**config.mk**
```make
export PLATFORM = sky130hd
export DESIGN_NAME = c2pd_rot_stage
export DESIGN_NICKNAME = d
export VERILOG_FILES = /design/src/design/c2pd_pkg.sv /design/src/design/c2pd_rot_stage.sv
export SDC_FILE = /design/constraint.sdc
export NUM_CORES = 1
export LEC_CHECK = 0
export ABC_AREA = 1
export BUFFER_PORTS_ARGS = -buffer_cell sky130_fd_sc_hd__buf_4
export CELL_PAD_IN_SITES_DETAIL_PLACEMENT = 2
export CELL_PAD_IN_SITES_GLOBAL_PLACEMENT = 2
export CORE_MARGIN = 5
export CORE_UTILIZATION = 33
export CTS_CLUSTER_SIZE = 28
export DETAILED_ROUTE_END_ITERATION = 10
export GPL_ROUTABILITY_DRIVEN = 0
export GPL_TIMING_DRIVEN = 0
export PLACE_DENSITY_LB_ADDON = 0.1
export SLEW_MARGIN = 20
export SYNTH_ARGS = -nofsm -noshare
export SYNTH_HDL_FRONTEND = slang
export SYNTH_SLANG_ARGS = --single-unit
```
**constraint.sdc**
```tcl
create_clock -name clk -period 20.6 [get_ports clk]
set_clock_uncertainty 0.1 [all_clocks]
set_input_delay 2.06 -clock clk [delete_from_list [all_inputs] [get_ports clk]]
set_output_delay 2.06 -clock clk [all_outputs]
set_load 0.01 [all_outputs]
```
**src/design/c2pd_pkg.sv**
```systemverilog
package c2pd_pkg;

  // Defaults for the top-level parameters.
  localparam int COORD_BITS_DEF     = 16;
  localparam int ROTATION_STEPS_DEF = 16;

  // Fraction bits carried by the working x and y.
  localparam int FRAC_BITS = 16;

  // Angle accumulator width (degrees times 2^16, total swing under 100 degrees).
  localparam int ZW = 25;

  // Result field widths.
  localparam int MAG_W = 16;
  localparam int ANG_W = 17;

  // CORDIC gain correction, 0.607252935 times 2^32.
  localparam logic [31:0] GAIN_Q32 = 32'h9B74EDA8;

  // Angles in 1/128 degree.
  localparam logic signed [ANG_W-1:0] DEG90_UNITS  = 17'sd11520;
  localparam logic signed [ANG_W-1:0] DEG180_UNITS = 17'sd23040;

  // Rounding offset and shift from degrees times 2^16 to 1/128 degree.
  localparam logic signed [ZW-1:0] ANG_ROUND = 25'sd256;
  localparam int ANG_SHIFT = 9;

  localparam int ATAN_LEN = 32;

  // atan(2^-i) in degrees times 2^16.
  localparam logic signed [ZW-1:0] ATAN_TABLE [ATAN_LEN] = '{
    25'sd2949120, 25'sd1740967, 25'sd919879, 25'sd466945,
    25'sd234379,  25'sd117304,  25'sd58666,  25'sd29335,
    25'sd14668,   25'sd7334,    25'sd3667,   25'sd1833,
    25'sd917,     25'sd458,     25'sd229,    25'sd115,
    25'sd57,      25'sd29,      25'sd14,     25'sd7,
    25'sd4,       25'sd2,       25'sd1,      25'sd0,
    25'sd0,       25'sd0,       25'sd0,      25'sd0,
    25'sd0,       25'sd0,       25'sd0,      25'sd0
  };

  // Facts about an item that ride along the rotation pipeline.
  typedef struct packed {
    logic                    origin;   // both coordinates zero
    logic                    axis;     // exact result, rotation output ignored
    logic                    flip;     // point was turned by 180 degrees
    logic [MAG_W-1:0]        axis_mag;
    logic signed [ANG_W-1:0] axis_ang;
  } side_t;

endpackage

```
**src/design/c2pd_rot_stage.sv**
```systemverilog
// One CORDIC vectoring micro-rotation with its own pipeline register.
module c2pd_rot_stage #(
  parameter int W    = 35,
  parameter int STEP = 0
) (
  input  logic                              clk,
  input  logic                              rst,
  input  logic                              up_valid,
  output logic                              up_ready,
  input  logic signed [W-1:0]               x_in,
  input  logic signed [W-1:0]               y_in,
  input  logic signed [c2pd_pkg::ZW-1:0]    z_in,
  input  c2pd_pkg::side_t                   side_in,
  output logic                              valid,
  input  logic                              down_ready,
  output logic signed [W-1:0]               x,
  output logic signed [W-1:0]               y,
  output logic signed [c2pd_pkg::ZW-1:0]    z,
  output c2pd_pkg::side_t                   side
);

  logic signed [W-1:0]            dx;
  logic signed [W-1:0]            dy;
  logic signed [W-1:0]            x_next;
  logic signed [W-1:0]            y_next;
  logic signed [c2pd_pkg::ZW-1:0] z_next;

  assign up_ready = !valid || down_ready;

  // Turn toward the x axis: the sign of y picks the direction.
  always_comb begin
    dx = y_in >>> STEP;
    dy = x_in >>> STEP;
    if (y_in < 0) begin
      x_next = x_in - dx;
      y_next = y_in + dy;
      z_next = z_in - c2pd_pkg::ATAN_TABLE[STEP];
    end else begin
      x_next = x_in + dx;
      y_next = y_in - dy;
      z_next = z_in + c2pd_pkg::ATAN_TABLE[STEP];
    end
  end

  always_ff @(posedge clk) begin
    if (rst) begin
      valid <= 1'b0;
    end else if (up_ready) begin
      valid <= up_valid;
    end
  end

  always_ff @(posedge clk) begin
    if (up_ready && up_valid) begin
      x    <= x_next;
      y    <= y_next;
      z    <= z_next;
      side <= side_in;
    end
  end

endmodule
```
-- Word-level counts from Yosys, hierarchy flattened
Cells that the tools add are included.
- register bits: 132
- input port bits: 135
- logic and storage cells: 21
- add/subtract/negate cells: 5
- $lt $le $gt $ge: 1
- muxes and demuxes: 3
- reduce and logical (&&, ||, !) cells: 3
- operator list (cell ; number):
    2-to-1 mux 35 bit ; 2
    subtractor 35 bit ; 2
    adder 35 bit ; 1
    < comparator 35 x 1 -> 1 bit (second input constant) ; 1
    adder 25 x 23 -> 25 bit (second input constant) ; 1
    2-to-1 mux 25 bit ; 1
    subtractor 25 x 23 -> 25 bit (second input constant) ; 1
    logical AND 1 bit ; 1
    logical NOT 1 bit ; 1
    logical OR 1 bit ; 1

-- Logic depth before layout (Yosys ltp)
- depth after elaboration: 3
- mapped depth: 17
- gate-level depth less buffers: 16

-- Worst setup path after synthesis
No wires, ideal clock.
- path kind: input-to-reg
- start point: input up_valid
- end point: register side[0] (netlist bit), enable pin
- arrival: 8.360 ns
- required time: 19.838 ns
- setup slack: 11.478 ns
- cell stages on the path: 2
- path buffers: 0
- cell sequence: inv_1 > a21oi_1
- longest elaborated chain between the ends: 1
- RTL lines (what ; line ; RTL):
    start: declaration ; c2pd_rot_stage.sv:8 ; input logic up_valid,
    logical AND 1 bit ; c2pd_rot_stage.sv:54 ; if (up_ready && up_valid) begin
    end signal: assignment ; c2pd_rot_stage.sv:58 ; side <= side_in;
    end: declaration ; c2pd_rot_stage.sv:19 ; output c2pd_pkg::side_t side
No other way between the ends.
A chain may end at the register's enable or synchronous reset.

-- Worst setup path in the final report
- start point: input down_ready
- end point: output up_ready
- longest elaborated chain between the ends: 1
- RTL lines (what ; line ; RTL):
    start: declaration ; c2pd_rot_stage.sv:15 ; input logic down_ready,
    logical OR 1 bit ; c2pd_rot_stage.sv:28 ; assign up_ready = !valid || down_ready;
    end: declaration ; c2pd_rot_stage.sv:9 ; output logic up_ready,
No other way between the ends.

==> run_results.csv <==
group,metric,value,unit
outcome,status,"complete, no violations",
setup_path,worst_setup_path_start_kind,"input pin",
timing,relSlewSlack,25.4,%
placed_design,hpwl,49.1,mm
layout,drive_above_1_share,22.2,%
timing,finalMaxSlewViolations,0,
clocking,cts-resized-gates,0,
grt,globalRouteOverflowTotal,0,
grt,antenna_found_initial,0,
clocking,insertion_delay,0.44,ns
power,p_per_area,66.6,nW/um^2
layout,fin_cells,2551,
timing,fin_crit,4.72,ns
timing,tightest_slew,1.12,ns
clocking,cts_root_buffer,"clkbuf_16",
layout,final.fill_count,4438,
yosys,synthTopCellsByArea,"edfxtp_1, nand2_1, ha_1, inv_1, nand3_1",
timing,finalHoldViolations,0,
detailed_routing,dr_wl_met2,29.0,mm
setup_path,slowest_stage,"buf_4",
layout,area_delta_synth_final,27.7,%
grt,grt_max_degree,26,
job,drv_cap,0,
timing,setup_viol,0,
yosys,synth_seq_cells,131,
yosys,yosysTopAreaCell,"edfxtp_1",
clocking,clk_path_buf_depth,2,
yosys,yosys_warnings,0,
setup_path,crit_fanout,2,
floorplanning,die_w,204,um
floorplanning,placementRows,71,
detailed_routing,wl,58.8,mm
clocking,cts.sinks,131,
yosys,syn_area,12400,sq um
clocking,cts_setup_buffers,0,
timing,fin_ws,15.88,ns
clocking,htreeDepth,4,
placed_design,io_buffers,267,
setup_path,crit_type,"input pin to primary output",
yosys,syn-instance-count,1736,
floorplanning,die_area,41600,sq um
detailed_routing,drc,0,
detailed_routing,vias,13075,
detailed_routing,initialDrtViolationCount,617,
yosys,synth.avg_cell_area,7.15,sq um
power,vdd_drop_max,0.0592,mV
yosys,yosysSeqAreaShare,31.6,%
grt,grt_pass1_vias,14453,
setup_path,crit_arrival,2.56,ns
timing,period_share,22.9,%
timing,setup-tns-final,0,ns
setup_path,max_stage_delay,0.16,ns
layout,diodes,0,
detailed_routing,drtAntennaViolNets,0,
detailed_routing,wl_per_cell,23.0,um
clocking,clkTransAtPathRegs,0.06,ns
timing,fmax,212,MHz
detailed_routing,drt-met1-wl,25.2,mm
setup_path,end_kind,"primary output",
floorplanning,die_h,204,um
yosys,synthFlopType,"edfxtp_1",
setup_path,crit_chain,"buf_4 > inv_1 > nand2_1 > buf_4",
power,leakagePower,7.94,nW
yosys,yosysUniqueCellTypes,47,
power,total_power,1.06,mW
setup_path,crit_top_cell,"buf_4",
clocking,cts_buffers,17,
grt,grt_pass1_wl,87.3,mm
detailed_routing,via_per_inst,5.13,
hold_path,hp-class,"flop to flop",
timing,holdWs,0.544,ns
yosys,synth_edf_count,130,
grt,grt_usage,27.8,%
timing,rsz0062_at_grt,"false",
layout,fin_nets,2276,
floorplanning,num_io_pins,268,
yosys,synth_nets,1984,
detailed_routing,wl_met3,2.96,mm
placed_design,preCtsSetupSlack,15.85,ns
detailed_routing,routed.top_layer,"met4",
yosys,async_reset_ff_share,0,%
clocking,cts_tree,"yes",
floorplanning,start_util,33.2,%
clocking,ctsHoldBuffers,0,
setup_path,cp_data_required_time,18.44,ns
floorplanning,core-area,37400,sq um
detailed_routing,first_pass_iters,4,
placed_design,placed_cells,2520,
yosys,yosys.area.top_type_share,31.5,%
## power breakdown
| part | internal (mW) | leakage [nW] | switching (mW) |
|---|---|---|---|
| combinational | 0.135 | 6.38 | 0.252 |
| sequential | 0.327 | 1.27 | 0.00830 |
| clock | 0.201 | 0.290 | 0.131 |
| total | 0.663 | 7.94 | 0.392 |
## kinds of logic after synthesis
| kind of cell | after synthesis | synth area share (%) |
|---|---|---|
| muxes | 1 | 0.0807 |
| adders and majority gates | 113 | 11.6 |
| buffers and inverters | 335 | 11.7 |
| and+or+nand+nor | 863 | 30.9 |
| DFF | 131 | 31.6 |
| AOI/OAI and AO/OA | 256 | 11.5 |
| xor gates and xnor gates | 37 | 2.61 |
## worst paths after layout
path	from	endpoint	slack [ns]	depth (start not counted)
worst max register to register	valid	x[28]	18.87	3
worst max-delay path	down_ready	up_ready	15.88	4
worst min-delay path	valid	valid	0.54	2
worst min register to register	valid	valid	0.54	2
## cell usage after synthesis, types with 4 or more instances
cell type  count
nand2_1      487
inv_1        270
nand3_1      154
edfxtp_1     130
a21oi_1      125
nor2_1       114
ha_1         109
o21ai_0       69
xor2_1        34
nand2_2       27
buf_4         18
o21bai_1      18
inv_2         17
nand4_1       17
nor2_2        17
o21ai_1       16
buf_6         15
buf_2         11
nand3_2        7
nor2_4         7
a21oi_2        6
nor3_1         6
and2_1         5
nand2_4        5
nor3_2         5
o21ai_2        5
fa_1           4
o22ai_1        4
## cell usage in the layout, fill, tap and decap left out, types with 3 or more instances in the layout
cell type,Yosys,routed
nor2_1,114,114
inv_1,270,270
o21ai_1,16,16
a21o_1,3,3
bufinv_16,0,4
fa_1,4,4
o21ai_2,5,5
clkbuf_1,3,3
nor2_2,17,17
clkinv_1,0,4
buf_16,0,6
buf_4,18,285
nor4_2,3,3
o211ai_1,3,3
nor3_1,6,6
inv_2,17,17
o21bai_1,18,18
inv_6,0,3
buf_6,15,15
o22ai_1,4,4
clkbuf_16,0,17
o21ai_0,69,69
nor3_2,5,5
xnor2_1,3,3
nor2_4,7,7
edfxtp_1,130,130
a21oi_1,125,124
nand3_1,154,154
nand4_1,17,17
nand2_4,5,5
and2_1,5,5
xor2_1,34,34
nand3_2,7,7
a21oi_2,6,6
buf_2,11,11
nand2_2,27,27
nand2_1,487,487
ha_1,109,109
## metal layers
layer | track usage (%) | vias to the layer above
li1 | - | 6169
met1 | 34.2 | 6457
met4 | 8.62 | 0
met2 | 49.6 | 368
met5 | 0 | -
met3 | 4.59 | 81
## registers in the layout, indices dropped and copies added, names as in the netlist
signal / flops
valid: 1
side: 36
z: 25
x: 34
y: 35
## stage by stage
stage	cell area [sq um]	util (%)
2_1_floorplan	12400	-
3_3_place_gp	15100	40.2
3_5_place_dp	15200	40.7
4_1_cts	15800	42.3
5_1_grt	15800	42.3
6_report	15800	42.3
## critical path: cells and delay by family
family,cells,cell delay (ns)
buf+inv,3,0.39
simple gates,1,0.11
## cell type report
| cell class | instances | area [sq um] | share of cell area [%] |
|---|---|---|---|
| Multi-Input combinational cell | 1270 | 7040 | 44.5 |
| Sequential cell | 131 | 3920 | 24.8 |
| Timing Repair Buffer | 273 | 2170 | 13.7 |
| Inverter | 287 | 1080 | 6.80 |
| Tap cell | 511 | 639 | 4.04 |
| Clock buffer | 17 | 425 | 2.69 |
| Buffer | 48 | 374 | 2.36 |
| Clock inverter | 14 | 185 | 1.17 |
(Power assumes the default switching activity.)
